[src/hdl/poisson_gauss_seidel_solver_top_defines.svh]
// Assertion helpers for the solver block.
`ifndef POISSON_GAUSS_SEIDEL_SOLVER_TOP_DEFINES_SVH
`define POISSON_GAUSS_SEIDEL_SOLVER_TOP_DEFINES_SVH

// Implication checked every clock, quiet during reset.
`define PGS_ASSERT_IMPL(label, clk, rstn, ante, cons, msg) \
    label: assert property (@(posedge clk) disable iff (!rstn) (ante) |-> (cons)) \
        else $error(msg);

// Next-cycle implication, quiet during reset.
`define PGS_ASSERT_NEXT(label, clk, rstn, ante, cons, msg) \
    label: assert property (@(posedge clk) disable iff (!rstn) (ante) |=> (cons)) \
        else $error(msg);

`endif

[src/hdl/pgs_pkg.sv]
`timescale 1ns / 1ps
`default_nettype none
package pgs_pkg;

    localparam logic [1:0] KIND_LOAD  = 2'd0;
    localparam logic [1:0] KIND_SOLVE = 2'd1;
    localparam logic [1:0] KIND_READ  = 2'd2;

    localparam logic [1:0] REG_GRID_SIZE   = 2'd0;
    localparam logic [1:0] REG_H_SQUARED   = 2'd1;
    localparam logic [1:0] REG_TOLERANCE   = 2'd2;
    localparam logic [1:0] REG_SWEEP_LIMIT = 2'd3;

    localparam int CHANGE_WIDTH = 31;
    localparam int COUNT_WIDTH  = 16;

    typedef enum logic [3:0] {
        ST_IDLE,
        ST_READ,
        ST_SWEEP_START,
        ST_FETCH_C,
        ST_FETCH_U,
        ST_FETCH_D,
        ST_FETCH_L,
        ST_FETCH_R,
        ST_MUL,
        ST_SUM,
        ST_WRITE,
        ST_SWEEP_END,
        ST_RESULT
    } pgs_state_t;

    // Datapath commands from the controller.
    typedef struct packed {
        logic load_wr;     // write both stores from input transaction
        logic read_cap;    // capture read cell into output
        logic solve_init;  // clear sweep count
        logic sweep_init;  // cursor to (1,1), clear worst change
        logic [2:0] rd_sel;// which cell to address: 0 C,1 U,2 D,3 L,4 R
        logic cap_sel;     // capture the data just read (registered read)
        logic do_mul;      // multiply step; product is registered at centre capture
        logic do_sum;      // register new value
        logic do_write;    // write back, update worst, advance cursor
        logic sweep_done;  // bump sweep count
        logic finish;      // latch status
        logic solve_out;   // output from solve (cell zero)
    } pgs_cmd_t;

    typedef struct packed {
        logic last_cell;   // cursor on last interior cell
        logic keep_going;  // worst > tol and count < limit
    } pgs_stat_t;

endpackage
`default_nettype wire

[src/hdl/pgs_ctrl.sv]
`timescale 1ns / 1ps
`default_nettype none
module pgs_ctrl
    import pgs_pkg::*;
(
    input  wire logic       aclk,
    input  wire logic       aresetn,
    input  wire logic       in_valid,
    input  wire logic [1:0] in_kind,
    input  wire logic       out_free,
    input  wire pgs_stat_t  stat,
    output logic            in_ready,
    output logic            out_load,
    output pgs_cmd_t        cmd
);
    pgs_state_t state_reg, state_next;

    always_ff @(posedge aclk) begin
        if (!aresetn) begin
            state_reg <= ST_IDLE;
        end else begin
            state_reg <= state_next;
        end
    end

    always_comb begin
        state_next = state_reg;
        cmd        = '0;
        in_ready   = 1'b0;
        out_load   = 1'b0;
        case (state_reg)
            ST_IDLE: begin
                in_ready = 1'b1;
                if (in_valid) begin
                    case (in_kind)
                        KIND_LOAD:  cmd.load_wr = 1'b1;
                        KIND_SOLVE: begin
                            cmd.solve_init = 1'b1;
                            state_next = ST_SWEEP_START;
                        end
                        KIND_READ:  state_next = ST_READ;
                        default:    ;
                    endcase
                end
            end
            ST_READ: begin
                // store data valid now
                if (out_free) begin
                    cmd.read_cap = 1'b1;
                    out_load = 1'b1;
                    state_next = ST_IDLE;
                end
            end
            ST_SWEEP_START: begin
                cmd.sweep_init = 1'b1;
                state_next = ST_FETCH_C;
            end
            ST_FETCH_C: begin
                cmd.rd_sel = 3'd0;
                state_next = ST_FETCH_U;
            end
            ST_FETCH_U: begin
                cmd.rd_sel = 3'd1; cmd.cap_sel = 1'b1;
                state_next = ST_FETCH_D;
            end
            ST_FETCH_D: begin
                cmd.rd_sel = 3'd2; cmd.cap_sel = 1'b1;
                state_next = ST_FETCH_L;
            end
            ST_FETCH_L: begin
                cmd.rd_sel = 3'd3; cmd.cap_sel = 1'b1;
                state_next = ST_FETCH_R;
            end
            ST_FETCH_R: begin
                cmd.rd_sel = 3'd4; cmd.cap_sel = 1'b1;
                state_next = ST_MUL;
            end
            ST_MUL: begin
                cmd.cap_sel = 1'b1; cmd.do_mul = 1'b1;
                state_next = ST_SUM;
            end
            ST_SUM: begin
                cmd.do_sum = 1'b1;
                state_next = ST_WRITE;
            end
            ST_WRITE: begin
                cmd.do_write = 1'b1;
                state_next = stat.last_cell ? ST_SWEEP_END : ST_FETCH_C;
            end
            ST_SWEEP_END: begin
                cmd.sweep_done = 1'b1;
                state_next = ST_RESULT;
            end
            ST_RESULT: begin
                if (stat.keep_going) begin
                    state_next = ST_SWEEP_START;
                end else if (out_free) begin
                    cmd.finish = 1'b1;
                    cmd.solve_out = 1'b1;
                    out_load = 1'b1;
                    state_next = ST_IDLE;
                end
            end
            default: state_next = ST_IDLE;
        endcase
    end
endmodule
`default_nettype wire

[config.mk]
export PLATFORM = sky130hd
export DESIGN_NAME = pgs_ctrl
export DESIGN_NICKNAME = d
export VERILOG_FILES = /design/src/hdl/poisson_gauss_seidel_solver_top_defines.svh /design/src/hdl/pgs_pkg.sv /design/src/hdl/pgs_ctrl.sv
export SDC_FILE = /design/constraint.sdc
export NUM_CORES = 1
export LEC_CHECK = 0
export ABC_AREA = 1
export ABC_CLOCK_PERIOD_IN_PS = 1300
export BUFFER_PORTS_ARGS = -buffer_cell sky130_fd_sc_hd__buf_2
export CORE_AREA = 4 4 41 43
export DETAILED_ROUTE_END_ITERATION = 16
export DIE_AREA = 0 0 45 47
export PLACE_DENSITY = 0.7
export SLEW_MARGIN = 10
export SYNTH_ARGS = -nofsm -noshare
export SYNTH_HDL_FRONTEND = slang
export SYNTH_SLANG_ARGS = --single-unit
export TNS_END_PERCENT = 10
[constraint.sdc]
create_clock -name aclk -period 1.3 [get_ports aclk]
set_input_delay 0.195 -clock aclk [delete_from_list [all_inputs] [get_ports aclk]]
set_output_delay 0.195 -clock aclk [all_outputs]
set_load 0.01 [all_outputs]
==> metrics.md <==
| Metric | Value |
|---|---|
| WP data required | `1.11 ns` |
| Initial antenna violation count | `0` |
| H-tree levels | `1` |
| Total GRT Usage | `14.5%` |
| Synth Warn # | `0` |
| Met2 WL | `~750 um` |
| Max layer used | `met4` |
| Post-synthesis simple-gate area fraction | `between 50 and 60%` |
| Least-Margin Pin Slew | `about 0.23 ns` |
| Total power draw | `0.000426 W` |
| Seq/Total Area, Yosys | `between 10% and 20%` |
| Number of diodes | `0` |
| Clock sinks | `4` |
| WP data arrival | `roughly 1.2 ns` |
| Syn Std Cell Area | `about 450 um2` |
| First-pass detailed-route iteration total | `4` |
| Final hold violations | `0` |
| Max Cap Violations | `0` |
| Synthesized flop and latch total | `4` |
| DP Worst Slack | `0.0621 ns` |
| Vias in the first global route | `roughly 600` |
| Setup violations, final | `7` |
| # port buffers | `23` |
| Adder-Cell Fraction of Synth Area | `0%` |
| Fin nets | `122` |
| CTS Buffer Depth | `2` |
| Crit Path Class | `reg -> out` |
| CP max stage cell | `dfxtp_4` |
| Clock-pin slew on the worst setup and hold paths | `0.04 ns` |
| Vias per cell | `4.97` |
| Mux share of post-synthesis cell area | `0%` |
| Congestion Overflow GR | `0` |
| FMAX | `709 MHz` |
| Outcome | `finished, violations left` |
| Clock skew | `0.00185 ns` |
| Post-synthesis compound-gate area fraction | `4.68%` |
| Drt drc | `0` |
| Most frequent cells in the layout | `23 x buf_2, 14 x nand2_1, 13 x nand3_1, 12 x inv_1` |
| Worst hold path class | `in -> reg` |
| Synth Flop Type | `dfxtp_1` |
| Total Wirelength | `~1.5 mm` |
| Die footprint | `2120 um2` |
| Initial core utilization | `34.9%` |
| Root Driver | `clkbuf_4` |
| Crit share post-route | `109%` |
| Setup WS post-layout | `-0.111 ns` |
| Critical Path Source Type | `flop` |
| Relative slew slack | `a little over four fifths` |
| ANT nets after route | `0` |
| WL per Instance | `11.5 um` |
| Max reg flops | `4` |
| Post-Syn Instances | `80` |
| R2R depth | `9` |
| XOR/XNOR share of the synthesized area | `0%` |
| TritonCTS clock tree | `done` |
| Die X | `45 um` |
| Rows | `13` |
| Initial DRC count | `20` |
| P&R area growth vs syn | `60.1%` |
| Post-synth cell types | `16` |
| TritonCTS Buffers | `3` |
| Fill cells | `132` |
| Worst Path Buf+Inv | `2` |
| DP Wirelength | `962 um` |
| Commonest non-fill, non-tap cell in the layout | `buf_2` |
| Hold path depth | `3` |
| Pwr dens | `587 nW/um2` |
| Top-level port count | `24` |
| Leakage | `0.432 nW` |
| Final GP Congestion | `0.882` |
| Die height | `47 um` |
| Clock Latency Late Sink | `0.23 ns` |
| Post-synth EDFFs | `0` |
| Crit path max-delay family | `flip-flops` |
| Mean Syn Cell Area | `5.68 um2` |
| Min Tclk post-route | `around 1.4 ns` |
| Core area | `1300 um2` |
| Maximum vdd drop | `0.479 mV` |
| Largest family of logic cells by synthesized area | `simple AND/OR/NAND/NOR gates` |
| Via count | `631` |
| Share of layout cells above drive strength 1 | `between 50% and 60%` |
| CP cell instances | `inv_4 > nand2_4 > nor2_4 > nand2_4 > a21oi_2 > buf_2` |
| Largest fanout on the critical path | `6` |
| CP Capture Type | `output port` |
| RSZ-0062 raised after global routing | `true` |
| Met3 WL post-DR | `143 um` |
| Critical path depth | `6` |
| Async set-reset flop share out of synthesis | `0%` |
| Max stage delay on crit path | `0.38 ns` |
| Failing checks | `setup timing` |
| WL met1 | `542 um` |
| Largest net degree at the start of global routing | `7` |
| Synth Net Count | `88` |
| Max-slew violations | `0` |
| Top cell by count, worst path | `nand2_4` |
| First-pass GRT wire length | `about 2.2 mm` |
## power breakdown
| part | switching (W) | internal, W | leakage, nW | total [W] |
|---|---|---|---|---|
| Clock | 0.0000470 | 0.000103 | 0.0138 | 0.000150 |
| Combinational | 0.0000821 | 0.0000588 | 0.382 | 0.000141 |
| Sequential | 0.0000122 | 0.000123 | 0.0355 | 0.000136 |
## final cells by class
type | instances | area, um2 | share of cell area [%]
tap | 15 | 18.8 | 2.58
clock buffer | 3 | 22.5 | 3.10
timing repair buffer | 32 | 186 | 25.6
sequential | 4 | 95.1 | 13.1
multi-input combinational | 57 | 339 | 46.6
inverter | 16 | 65.1 | 8.95
## cells in the mapped netlist, types with 3 or more instances
cell | instances | area, um2
dfxtp_1 | 4 | 80.1
nand4_1 | 3 | 18.8
nor2_1 | 10 | 37.5
a21oi_1 | 3 | 15.0
nand2_2 | 3 | 18.8
nor2_4 | 3 | 33.8
nand3_1 | 13 | 65.1
inv_2 | 3 | 11.3
nand2_1 | 16 | 60.1
inv_1 | 13 | 48.8
## tightest hold or removal path: stages
cell	delay [ns]
buf_2	0.09
nand2_1	0.04
inv_1	0.04
## stage by stage
stage	hold slack (ns)	setup TNS, ns	utilization (%)	cell area (um2)	cells
floorplan	0.293	0	-	457	80
global placement	0.395	0	44.8	583	118
detailed placement	0.397	0	44.8	583	118
CTS	0.155	-0.475	50.0	651	123
global route	0.166	-1.26	55.9	727	127
finish	0.159	-0.419	55.9	727	127
## routing by layer
metal  vias to the layer above  global-route usage (%)
met5                         -                       0
met4                         0                    2.92
met3                         2                    6.13
met2                        27                    27.7
met1                       284                    14.5
li1                        318                       -
## final timing paths
path,from,to,slack (ns)
max,state_reg[1],out_load,-0.11
min reg2reg,state_reg[0],state_reg[2],0.58
min,aresetn,state_reg[3],0.16
max reg2reg,state_reg[1],state_reg[3],0.05
## logic make-up (layout without fill, tap and decap cells)
group,Yosys count,in the layout
AOI/OAI and AO/OA,4,4
and+or+nand+nor,53,53
buffers and inverters,19,51
DFF,4,4
## repair_timing
action                     CTS  global route
pin swaps                    1             3
setup endpoints to repair   14            15
gates resized for setup     12            12
hold buffers                 0             0
buffers inserted             2             4
Power figures use the tool's default switching activity.
